File: src/hdl/ffba_pkg.sv
// ----------------------------------------------------------------------------
// ffba_pkg
// Shared constants, types and the microcode store of the first-fit allocator.
// ----------------------------------------------------------------------------
package ffba_pkg;

  localparam int TOTAL_WORDS = 4096;
  localparam int TABLE_WORDS = 256;

  localparam int AW     = $clog2(TOTAL_WORDS);  // word address width
  localparam int SW     = $clog2(TABLE_WORDS);  // slot index width
  localparam int SIZE_W = 12;                   // size_words field width
  localparam int MARK_W = 13;                   // word mark width
  localparam int PC_W   = 5;                    // microcode step counter width

  localparam logic [MARK_W-1:0] BUSY_MARK = {MARK_W{1'b1}};
  localparam logic              CMD_FREE  = 1'b1;

  typedef enum logic [1:0] {
    ST_OK       = 2'd0,
    ST_NO_SLOT  = 2'd1,
    ST_NO_RUN   = 2'd2,
    ST_NOT_USED = 2'd3
  } status_e;

  // datapath operations, one per control word
  typedef enum logic [4:0] {
    OP_NONE,
    OP_CLR_WR,
    OP_TAKE,
    OP_SLOT_INC,
    OP_RES_NOSLOT,
    OP_SCAN_INIT,
    OP_SCAN_STEP,
    OP_RES_NORUN,
    OP_MARK_HEAD,
    OP_MARK_TAIL,
    OP_COMMIT_ALLOC,
    OP_FREE_RDBASE,
    OP_FREE_RDMARK,
    OP_FREE_LEN,
    OP_FREE_CLR,
    OP_COMMIT_FREE,
    OP_RES_NOTUSED,
    OP_PUSH
  } op_e;

  // jump conditions
  typedef enum logic [3:0] {
    C_NEVER,
    C_ALWAYS,
    C_PTR_MORE,
    C_NO_INPUT,
    C_IS_FREE,
    C_SLOT_FREE,
    C_SLOT_MORE,
    C_SIZE_ZERO,
    C_SCAN_GO,
    C_FOUND,
    C_CNT_MORE,
    C_SLOT_UNUSED,
    C_CLR_MORE,
    C_OUT_BUSY
  } cond_e;

  typedef struct packed {
    logic no_input;
    logic is_free;
    logic slot_free;
    logic slot_more;
    logic size_zero;
    logic scan_go;
    logic found;
    logic cnt_more;
    logic slot_unused;
    logic clr_more;
    logic ptr_more;
  } flags_t;

  typedef struct packed {
    op_e              op;
    cond_e            cond;
    logic [PC_W-1:0]  tgt;
  } uword_t;

  // step addresses
  localparam logic [PC_W-1:0] STEP_CLR       = 5'd0;
  localparam logic [PC_W-1:0] STEP_IDLE      = 5'd1;
  localparam logic [PC_W-1:0] STEP_DISP      = 5'd2;
  localparam logic [PC_W-1:0] STEP_SLOT_CHK  = 5'd3;
  localparam logic [PC_W-1:0] STEP_SLOT_NXT  = 5'd4;
  localparam logic [PC_W-1:0] STEP_FAIL_SLOT = 5'd5;
  localparam logic [PC_W-1:0] STEP_SIZE_CHK  = 5'd6;
  localparam logic [PC_W-1:0] STEP_SCAN      = 5'd7;
  localparam logic [PC_W-1:0] STEP_FOUND_CHK = 5'd8;
  localparam logic [PC_W-1:0] STEP_FAIL_RUN  = 5'd9;
  localparam logic [PC_W-1:0] STEP_HEAD      = 5'd10;
  localparam logic [PC_W-1:0] STEP_TAIL      = 5'd11;
  localparam logic [PC_W-1:0] STEP_ALLOC_OK  = 5'd12;
  localparam logic [PC_W-1:0] STEP_FREE_CHK  = 5'd13;
  localparam logic [PC_W-1:0] STEP_FREE_RDMK = 5'd14;
  localparam logic [PC_W-1:0] STEP_FREE_LEN  = 5'd15;
  localparam logic [PC_W-1:0] STEP_FREE_CLR  = 5'd16;
  localparam logic [PC_W-1:0] STEP_FREE_OK   = 5'd17;
  localparam logic [PC_W-1:0] STEP_FAIL_FREE = 5'd18;
  localparam logic [PC_W-1:0] STEP_OUT       = 5'd19;
  localparam logic [PC_W-1:0] STEP_RET       = 5'd20;

  // Microprogram. A taken condition jumps to tgt, otherwise fall through.
  function automatic uword_t ucode_rom(input logic [PC_W-1:0] pc);
    uword_t w;
    unique case (pc)
      STEP_CLR:       w = '{OP_CLR_WR,       C_PTR_MORE,    STEP_CLR};
      STEP_IDLE:      w = '{OP_TAKE,         C_NO_INPUT,    STEP_IDLE};
      STEP_DISP:      w = '{OP_NONE,         C_IS_FREE,     STEP_FREE_CHK};
      STEP_SLOT_CHK:  w = '{OP_NONE,         C_SLOT_FREE,   STEP_SIZE_CHK};
      STEP_SLOT_NXT:  w = '{OP_SLOT_INC,     C_SLOT_MORE,   STEP_SLOT_CHK};
      STEP_FAIL_SLOT: w = '{OP_RES_NOSLOT,   C_ALWAYS,      STEP_OUT};
      STEP_SIZE_CHK:  w = '{OP_SCAN_INIT,    C_SIZE_ZERO,   STEP_FAIL_RUN};
      STEP_SCAN:      w = '{OP_SCAN_STEP,    C_SCAN_GO,     STEP_SCAN};
      STEP_FOUND_CHK: w = '{OP_NONE,         C_FOUND,       STEP_HEAD};
      STEP_FAIL_RUN:  w = '{OP_RES_NORUN,    C_ALWAYS,      STEP_OUT};
      STEP_HEAD:      w = '{OP_MARK_HEAD,    C_NEVER,       STEP_TAIL};
      STEP_TAIL:      w = '{OP_MARK_TAIL,    C_CNT_MORE,    STEP_TAIL};
      STEP_ALLOC_OK:  w = '{OP_COMMIT_ALLOC, C_ALWAYS,      STEP_OUT};
      STEP_FREE_CHK:  w = '{OP_FREE_RDBASE,  C_SLOT_UNUSED, STEP_FAIL_FREE};
      STEP_FREE_RDMK: w = '{OP_FREE_RDMARK,  C_NEVER,       STEP_FREE_LEN};
      STEP_FREE_LEN:  w = '{OP_FREE_LEN,     C_NEVER,       STEP_FREE_CLR};
      STEP_FREE_CLR:  w = '{OP_FREE_CLR,     C_CLR_MORE,    STEP_FREE_CLR};
      STEP_FREE_OK:   w = '{OP_COMMIT_FREE,  C_ALWAYS,      STEP_OUT};
      STEP_FAIL_FREE: w = '{OP_RES_NOTUSED,  C_NEVER,       STEP_OUT};
      STEP_OUT:       w = '{OP_PUSH,         C_OUT_BUSY,    STEP_OUT};
      STEP_RET:       w = '{OP_NONE,         C_ALWAYS,      STEP_IDLE};
      default:        w = '{OP_NONE,         C_ALWAYS,      STEP_IDLE};
    endcase
    return w;
  endfunction

endpackage

File: src/hdl/ffba_seq.sv
// ----------------------------------------------------------------------------
// ffba_seq
// Microcode sequencer: step counter, control store and branch selection.
// ----------------------------------------------------------------------------
module ffba_seq import ffba_pkg::*; (
  input  logic   clk_i,
  input  logic   rst_ni,
  input  flags_t flags_i,
  input  logic   out_busy_i,
  output op_e    op_o
);

  logic [PC_W-1:0] pc_q, pc_d;
  uword_t          uw;
  logic            take;

  assign uw   = ucode_rom(pc_q);
  assign op_o = uw.op;

  always_comb begin
    unique case (uw.cond)
      C_NEVER:       take = 1'b0;
      C_ALWAYS:      take = 1'b1;
      C_PTR_MORE:    take = flags_i.ptr_more;
      C_NO_INPUT:    take = flags_i.no_input;
      C_IS_FREE:     take = flags_i.is_free;
      C_SLOT_FREE:   take = flags_i.slot_free;
      C_SLOT_MORE:   take = flags_i.slot_more;
      C_SIZE_ZERO:   take = flags_i.size_zero;
      C_SCAN_GO:     take = flags_i.scan_go;
      C_FOUND:       take = flags_i.found;
      C_CNT_MORE:    take = flags_i.cnt_more;
      C_SLOT_UNUSED: take = flags_i.slot_unused;
      C_CLR_MORE:    take = flags_i.clr_more;
      C_OUT_BUSY:    take = out_busy_i;
      default:       take = 1'b0;
    endcase
  end

  assign pc_d = take ? uw.tgt : pc_q + PC_W'(1);

  always_ff @(posedge clk_i or negedge rst_ni) begin
    if (!rst_ni) begin
      pc_q <= STEP_CLR;
    end else begin
      pc_q <= pc_d;
    end
  end

endmodule

File: config.mk
export PLATFORM = sky130hd
export DESIGN_NAME = ffba_seq
export DESIGN_NICKNAME = d
export VERILOG_FILES = /design/src/hdl/ffba_pkg.sv /design/src/hdl/ffba_seq.sv
export SDC_FILE = /design/constraint.sdc
export NUM_CORES = 1
export LEC_CHECK = 0
export ABC_CLOCK_PERIOD_IN_PS = 3600
export BUFFER_PORTS_ARGS = -buffer_cell sky130_fd_sc_hd__buf_4
export CORE_MARGIN = 1
export CORE_UTILIZATION = 53
export DETAILED_ROUTE_END_ITERATION = 6
export PLACE_DENSITY = 0.85
export SYNTH_ARGS = -nofsm -noshare
export SYNTH_HDL_FRONTEND = slang
export SYNTH_SLANG_ARGS = --single-unit
File: constraint.sdc
create_clock -name clk_i -period 3.6 [get_ports clk_i]
set_clock_uncertainty 0.05 [all_clocks]
set_input_delay 0.36 -clock clk_i [delete_from_list [all_inputs] [get_ports clk_i]]
set_output_delay 0.36 -clock clk_i [all_outputs]
set_load 0.02 [all_outputs]
# After elaboration in Yosys (flattened, before gate mapping)
# Memories as Yosys holds them, arrays and structs flattened.
# Index checks and enable logic that the tools add are counted.
# W data, S select, Z words.
word_totals:
  reg_bits: 5
  romBits: 448
  inputBits: 14
  output_inout_bits: 5
  wordCells: 18
  n_memories: 1
op_classes:
  n_addsub: 1
  n_eq_ne: 13
  muxes: 2
mem_list:
  columns: ["memory", "depth", "word_bits", "read_ports", "rd_clocked_by_memory_dff", "write_ports", "line_no", "source"]
  rows:
  - ["(no name shown)", 32, 14, 1, 0, 0, "ffba_pkg.sv:112", "unique case (pc)"]
ops:
  columns: ["cell", "count"]
  rows:
  - ["$eq A4 B4 Y1 const B", 6]
  - ["$eq A4 B3 Y1 const B", 4]
  - ["$pmux W1 S13", 1]
  - ["$eq A4 B2 Y1 const B", 2]
  - ["$add A5 B1 Y5 const B", 1]
  - ["$mux W5", 1]
  - ["$eq A4 B1 Y1 const B", 1]

# Longest topological paths before layout
# Gate-level depths: netlist of the first run.
# An unclocked memory read counts as a cell.
logic_depth:
  ltp_word: 4
  mapped_depth: 9
  mapped_depth_nobuf: 8

# Least setup slack after synthesis of the first run
# OpenSTA, ideal clock, no wires.
synth_timing:
  path_kind: "register to register"
  start: "reg pc_q[1]"
  end: "reg pc_q[1]"
  setup_ns: 0.125
  t_arrival_ns: 2.753
  required_ns: 3.425
  slack_ns: 0.672
  path_stages_with_launch: 10
  n_path_buf: 1
  period_less_slack_ns: 2.928
  path_cell_list: "dfrtp_1 > clkbuf_1 > inv_1 > ha_1 > mux2_2 > a32oi_1 > mux2_2 > a2bb2oi_1 > o2111ai_4 > mux2_4"
synth_between:
  elab_chain_len: 4
  word_cells_on_any_way: 17
  classes_between: "add/sub (1); eq/ne (13); mux (2); memory (1)"
synth_lines:
  columns: ["element", "line_no", "source"]
  rows:
  - ["from (decl)", "ffba_seq.sv:13", "logic [PC_W-1:0] pc_q, pc_d;"]
  - ["from (signal assigned)", "ffba_seq.sv:46", "pc_q <= pc_d;"]
  - ["$mem_v2 Z32 W14", null, null]
  - ["$eq A4 B4 Y1, or another cell as far along", "ffba_seq.sv:21", "unique case (uw.cond)"]
  - ["$pmux W1 S13", "ffba_seq.sv:21", null]
  - ["$mux W5 *", "ffba_seq.sv:40", "assign pc_d = take ? uw.tgt : pc_q + PC_W'(1);"]
  - ["net pc_d[1]", "ffba_seq.sv:13", null]
# The timed path passes the listed nets; every way through them passes the cells marked *.

# Worst setup path in the final report of the first run
# Same ends and word-level chain as after synthesis.

==> out/results.txt, run 1 <==
Status -> completed
Post-synthesis sequential area ratio -> 14.62%
Synth Area in XOR/XNOR -> 2.047%
CTS tree -> yes
Clock-pin slew reported for the worst setup and hold paths after clock tree synthesis -> 0.06 ns
Buffer levels on the longest clock path -> 2
CTS sink cnt -> 5
Overall overflow remaining after global route -> 0
Share of cells above drive strength 1 -> 27.78%
Highest attainable clock frequency -> 317.9 MHz
Maximum fanout count along the critical path -> 12
Placer's final routability congestion estimate -> 0.8771
Cell leakage power -> 0.4671 nW
Mean routed wirelength per cell -> 15.75 um
Slew headroom -> 62.55%
Combinational family with the most area after synthesis -> compound AO/OA/AOI/OAI gates
Synthesis Warnings -> 0
Via count of the first global-routing pass -> 863
Num rows -> 14
Count of vias placed by the detailed router -> 889
Final clock period utilization by the worst path -> 87.39%
Setup repair after global routing missed its margin -> no
Summed area of non-filler cells in the final layout -> 1025 um^2
Int Power -> 0.0006198 W
Mux contribution to synthesized area -> 17.40%
Area of the die -> 1780 um^2
Registers with the most flip-flops -> pc_q (5)
Required time of the critical path -> 3.70 ns
Total Neg Setup Slack -> 0 ns
Number of fill cells in the layout -> 139
Horizontal die dimension -> 42.19 um
Power spent charging and discharging nets -> 0.0006571 W
Final worst hold slack -> 0.3835 ns
Critical Path AT -> 3.24 ns
CTS Root Cell -> clkbuf_4
Power Density -> 1246 nW/um^2
Routed wire length -> 2236 um
Total of endpoints with negative setup slack in the final report -> 0
CORE AREA -> 1506 um^2
Path category of the worst min-delay check -> in2async
Most instantiated flip-flop cell in the synthesis netlist -> dfrtp_1
Synth Cell Area -> 855.8 um^2
Basic-gate share of the synthesized area counting and, or, nand and nor cells -> 21.20%
Average vias per placed instance -> 6.261
Register bit total from synthesis -> 5
Starting DRC count in detailed routing -> 31
# IOs -> 19
Number of synthesized flops with an enable pin -> 0
Final number of hold-violating endpoints -> 0
Slew Viols, Final -> 0
Classification of the worst setup path -> reg2reg
Share of the synthesized area in compound gates (AO/OA/AOI/OAI) -> 28.36%
Area Overhead vs Synth -> 19.74%
Largest reg by FF count -> pc_q
Count of different cell masters after synthesis -> 41
Number of buffers added by the clock tree synthesis step -> 3
Highest ir drop seen on vdd -> 0.0006627 V
DRC -> 0
Total routing usage reported by global routing -> 28.38%
Synthesized netlist cell count -> 109
Worst-Margin Slew -> 0.5618 ns
First-pass iteration count of the detailed router -> 4
Max cap viols -> 0
Clock Power Share -> 5.5%
Switching share of power -> 51.46%
First-pass GRT wire length -> 3891 um
Final net count -> 147
Post-CTS Repair Setup Buffers -> 0
Number of flip-flops under the largest register name -> 5
Area of all sequential standard cells -> 125.1 um^2
Area of the multi-input gates -> 665.6 um^2
Initial antenna violation count -> 0
Launching instance or port of the critical path -> pc_q[1]
Starting density of the core -> 56.81%
Pin count of the biggest net entering global routing -> 19
Hold_buf cts -> 1
Detailed placer's ending HPWL -> 1629 um
Die Ht -> 42.19 um
Endpoint type of the worst setup path -> register
Clock latency on the worst-skew pair -> 0.26 ns
Total of buffers placed on input and output ports -> 18
Area share of fa/ha/maj cells after synthesis -> 8.772%
Post-Syn Area per Cell -> 7.852 um^2
Antenna diode count -> 0
Asr flop ratio synth -> 100.0%
ANT nets after route -> 0
Nets in the synthesized netlist -> 129
# H-tree levels -> 1
Share of power burned in registers -> 14.1%
Critical Path Source Type -> register
Area after detailed placement -> 987.2 um^2
Worst reg2reg startpoint -> pc_q[1]
Final critical-path required period -> 3.146 ns
Number of resized instances in the post-cts repair step -> 0
Combinational fraction of design power -> 80.4%
[cells in the final DEF (no fill, tap or decap), types with 2 or more instances in the layout]
master,netlist,final
clkbuf_4,0,3
mux2_2,3,3
xor2_1,2,2
dfrtp_1,5,5
a31oi_1,2,2
nand2_1,13,13
a21oi_1,6,6
nand2b_1,2,2
mux2_4,3,3
inv_1,4,4
a211o_1,2,2
or3_1,2,2
nand3_1,4,4
nand3b_1,2,2
nor2_1,6,6
mux2i_1,7,7
o21ai_1,5,5
o21ai_0,6,6
buf_4,0,21
ha_1,6,6
nor3_1,2,2
[power groups by stage]
stage,registers [W],logic [W],clock network [W]
floorplan,0.000113,0.000858,0
global placement,0.000172,0.000977,0
detailed placement,0.000176,0.00101,0
CTS,0.000175,0.00102,0.0000713
global route,0.000190,0.00112,0.0000755
finish,0.000180,0.00103,0.0000706
[worst max-delay path: stages (launching register included)]
cell and delay, ns:
dfrtp_1 0.56, inv_1 0.18, ha_1 0.28, mux2_2 0.28, a32oi_1 0.45, mux2_2 0.40, a2bb2oi_1 0.23, o2111ai_4 0.24
mux2_4 0.36
[cell type report]
class | instances | share of cell area, %
clock buffer | 3 | 2.198
clock inverter | 1 | 0.4884
inverter | 5 | 1.832
multi-input combinational | 90 | 64.96
sequential | 5 | 12.21
tap | 16 | 1.954
timing repair buffer | 22 | 16.36
[synthesized netlist by cell type, types with 3 or more instances]
| master | instances | area share, % |
|---|---|---|
| nand3_1 | 4 | 2.3 |
| nand2_1 | 13 | 5.7 |
| inv_1 | 4 | 1.8 |
| ha_1 | 6 | 8.8 |
| buf_2 | 4 | 2.3 |
| a21oi_1 | 6 | 3.5 |
| mux2i_1 | 7 | 8.2 |
| mux2_2 | 3 | 3.9 |
| nor2_1 | 6 | 2.6 |
| dfrtp_1 | 5 | 15 |
| mux2_4 | 3 | 5.3 |
| o21ai_1 | 5 | 2.9 |
| o21ai_0 | 6 | 3.5 |
[stage by stage]
stage	worst slack [ns]	std cells	util, %	total power, W
after floorplan	0.6716	109	-	0.0009709
after global placement	0.6269	137	65.53	0.001149
after detailed placement	0.4971	137	65.53	0.001187
after CTS	0.4875	142	68.02	0.001267
after global routing	0.2320	142	68.02	0.001382
final	0.4539	142	68.02	0.001277
[kinds of logic after synthesis]
| kind of cell | Yosys count |
|---|---|
| buffers and inverters | 14 |
| muxes | 13 |
| and+or+nand+nor | 36 |
| xor gates and xnor gates | 2 |
| adders and majority gates | 6 |
| DFF | 5 |
| AOI/OAI and AO/OA | 33 |
[per-layer routing]
metal / GRT usage [%] / up-vias / routed length, um
li1: - / 430 / -
met1: 35.54 / 417 / 964
met2: 44.31 / 29 / 1085
met3: 3.448 / 13 / 77
met4: 20.63 / 0 / 109
met5: 0 / - / 0
[worst paths after layout]
check | end | slack [ns] | cells after the start
worst max register to register | pc_q[1] | 0.45 | 8
worst max-delay path | pc_q[1] | 0.45 | 8
worst min register to register | pc_q[0] | 0.67 | 1
min in group clk_i | pc_q[0] | 0.59 | 4
max in group asynchronous | pc_q[3] | 2.99 | 2
worst min-delay path | pc_q[0] | 0.38 | 2
Note: power is estimated with default switching activity, not from simulation.
==> run 2, diff against run 1 <==
--- a/config.mk
+++ b/config.mk
@@ -6,11 +6,11 @@
 export NUM_CORES = 1
 export LEC_CHECK = 0
 export ABC_CLOCK_PERIOD_IN_PS = 3600
-export BUFFER_PORTS_ARGS = -buffer_cell sky130_fd_sc_hd__buf_4
 export CORE_MARGIN = 1
 export CORE_UTILIZATION = 53
 export DETAILED_ROUTE_END_ITERATION = 6
-export PLACE_DENSITY = 0.85
+export DONT_BUFFER_PORTS = 1
+export PLACE_DENSITY = 0.75
 export SYNTH_ARGS = -nofsm -noshare
 export SYNTH_HDL_FRONTEND = slang
 export SYNTH_SLANG_ARGS = --single-unit
==> run 2 against run 1 <==
- worst hold slack worse by 0.022 ns
- largest cell class unchanged
- final cell count down 12%
- via count down 9.9%
==> out/results.txt, run 2 (synthesis gave the netlist of run 1 again) <==
Pin count of the biggest net entering global routing -> 21
Area of the die -> 1780 um^2
CTS Root Cell -> clkbuf_4
Antenna diode count -> 0
Wire length on met2 -> 919 um
Clock-pin slew reported for the worst setup and hold paths after clock tree synthesis -> 0.05 ns
Starting density of the core -> 56.81%
Total routing usage reported by global routing -> 24.71%
Path category of the worst min-delay check -> in2async
Required time of the critical path -> 3.68 ns
Classification of the worst setup path -> reg2reg
Number of standard cells in the layout, taps in and fillers out -> 125
# H-tree levels -> 1
Buffer levels on the longest clock path -> 2
Final net count -> 130
Mean routed wirelength per cell -> 15.64 um
Post-CTS Repair Setup Buffers -> 0
Total of buffers placed on input and output ports -> 0
Area Overhead vs Synth -> 4.824%
Setup repair after global routing missed its margin -> no
Share of cells above drive strength 1 -> 16.51%
Area after detailed placement -> 859.6 um^2
Average vias per placed instance -> 6.408
Clock latency on the worst-skew pair -> 0.25 ns
Final Worst Setup Slack -> 0.6706 ns
Slew headroom -> 59.08%
Endpoint type of the worst setup path -> register
Slew Viols, Final -> 0
Critical Path Source Type -> register
Max cap viols -> 0
CTS sink cnt -> 5
Horizontal die dimension -> 42.19 um
CTS tree -> yes
Number of buffers added by the clock tree synthesis step -> 3
Worst reg2reg startpoint -> pc_q[0]
Detailed placer's ending HPWL -> 1507 um
Top routing layer in use -> met4
# IOs -> 19
Initial antenna violation count -> 0
Placer's final routability congestion estimate -> 0.8650
First-pass GRT wire length -> 3394 um
Count of vias placed by the detailed router -> 801
Most common cell after layout, fill and taps aside -> nand2_1
Detailed-routing wirelength on met1 -> 919 um
CORE AREA -> 1506 um^2
Highest attainable clock frequency -> 341.4 MHz
Registers with the most flip-flops -> pc_q (5)
Final critical-path required period -> 2.929 ns
Via count of the first global-routing pass -> 732
Hold_buf cts -> 1
Maximum fanout count along the critical path -> 10
Starting DRC count in detailed routing -> 9
Num rows -> 14
Die Ht -> 42.19 um
ANT nets after route -> 0
Total of endpoints with negative setup slack in the final report -> 0
Final number of hold-violating endpoints -> 0
Worst-Margin Slew -> 0.6139 ns
Routed wire length -> 1955 um
Detailed-routed wire length on met3 -> 84 um
Number of flip-flops under the largest register name -> 5
Final clock period utilization by the worst path -> 81.37%
Minimum setup slack after placement -> 0.7021 ns
Total Neg Setup Slack -> 0 ns
First-pass iteration count of the detailed router -> 4
Overall overflow remaining after global route -> 0
Post-Place Cells -> 120
Largest reg by FF count -> pc_q
DRC -> 0
Critical Path AT -> 3.01 ns
Most frequent cells in the layout -> nand2_1 (13), mux2i_1 (7)
Status -> completed
Number of resized instances in the post-cts repair step -> 0
Summed area of non-filler cells in the final layout -> 897.1 um^2
Launching instance or port of the critical path -> pc_q[0]
[run 2: cell count changes in the layout (fill, tap and decap cells not counted), sizes merged]
cell and change:
buf -17
[run 2: per-layer routing]
layer	vias up	GRT usage (%)
li1	397	-
met1	372	37.30
met2	28	35.69
met3	4	1.293
met4	0	11.25
met5	-	0
[run 2: worst max-delay path, cell delays in order, from the launching register on]
cell and delay [ns]:
dfrtp_1 0.48, ha_1 0.32, mux2_2 0.28, a32oi_1 0.48, mux2_2 0.40, a2bb2oi_1 0.21, o2111ai_4 0.23, mux2_4 0.36
[run 2: path summary, 6_finish.rpt]
kind / to / slack [ns] / cells past startpoint
worst min-delay path: pc_q[3] / 0.36 / 1
worst max register to register: pc_q[1] / 0.67 / 7
worst max-delay path: pc_q[1] / 0.67 / 7
min in group clk_i: pc_q[4] / 0.48 / 3
max in group asynchronous: pc_q[1] / 2.93 / 1
worst min register to register: pc_q[0] / 0.62 / 1
[run 2: stage by stage]
step | utilization, % | hold slack (ns)
floorplan | - | 0.01441
global placement | 57.06 | 0.01452
detailed placement | 57.06 | 0.01454
CTS | 59.55 | 0.3608
global route | 59.55 | 0.3710
finish | 59.55 | 0.3619
[run 2: cell type report]
| class | count | area, um^2 |
|---|---|---|
| inverter | 5 | 18.77 |
| sequential | 5 | 125.1 |
| timing repair buffer | 5 | 40.04 |
| clock inverter | 1 | 5.005 |
| tap | 16 | 20.02 |
| fill | 138 | 609.3 |
| clock buffer | 3 | 22.52 |
| multi-input combinational | 90 | 665.6 |
Power of run 2 is left out: the tool's default activity adds up to more than one toggle a clock period on the data nets, which glitch-free logic cannot reach.
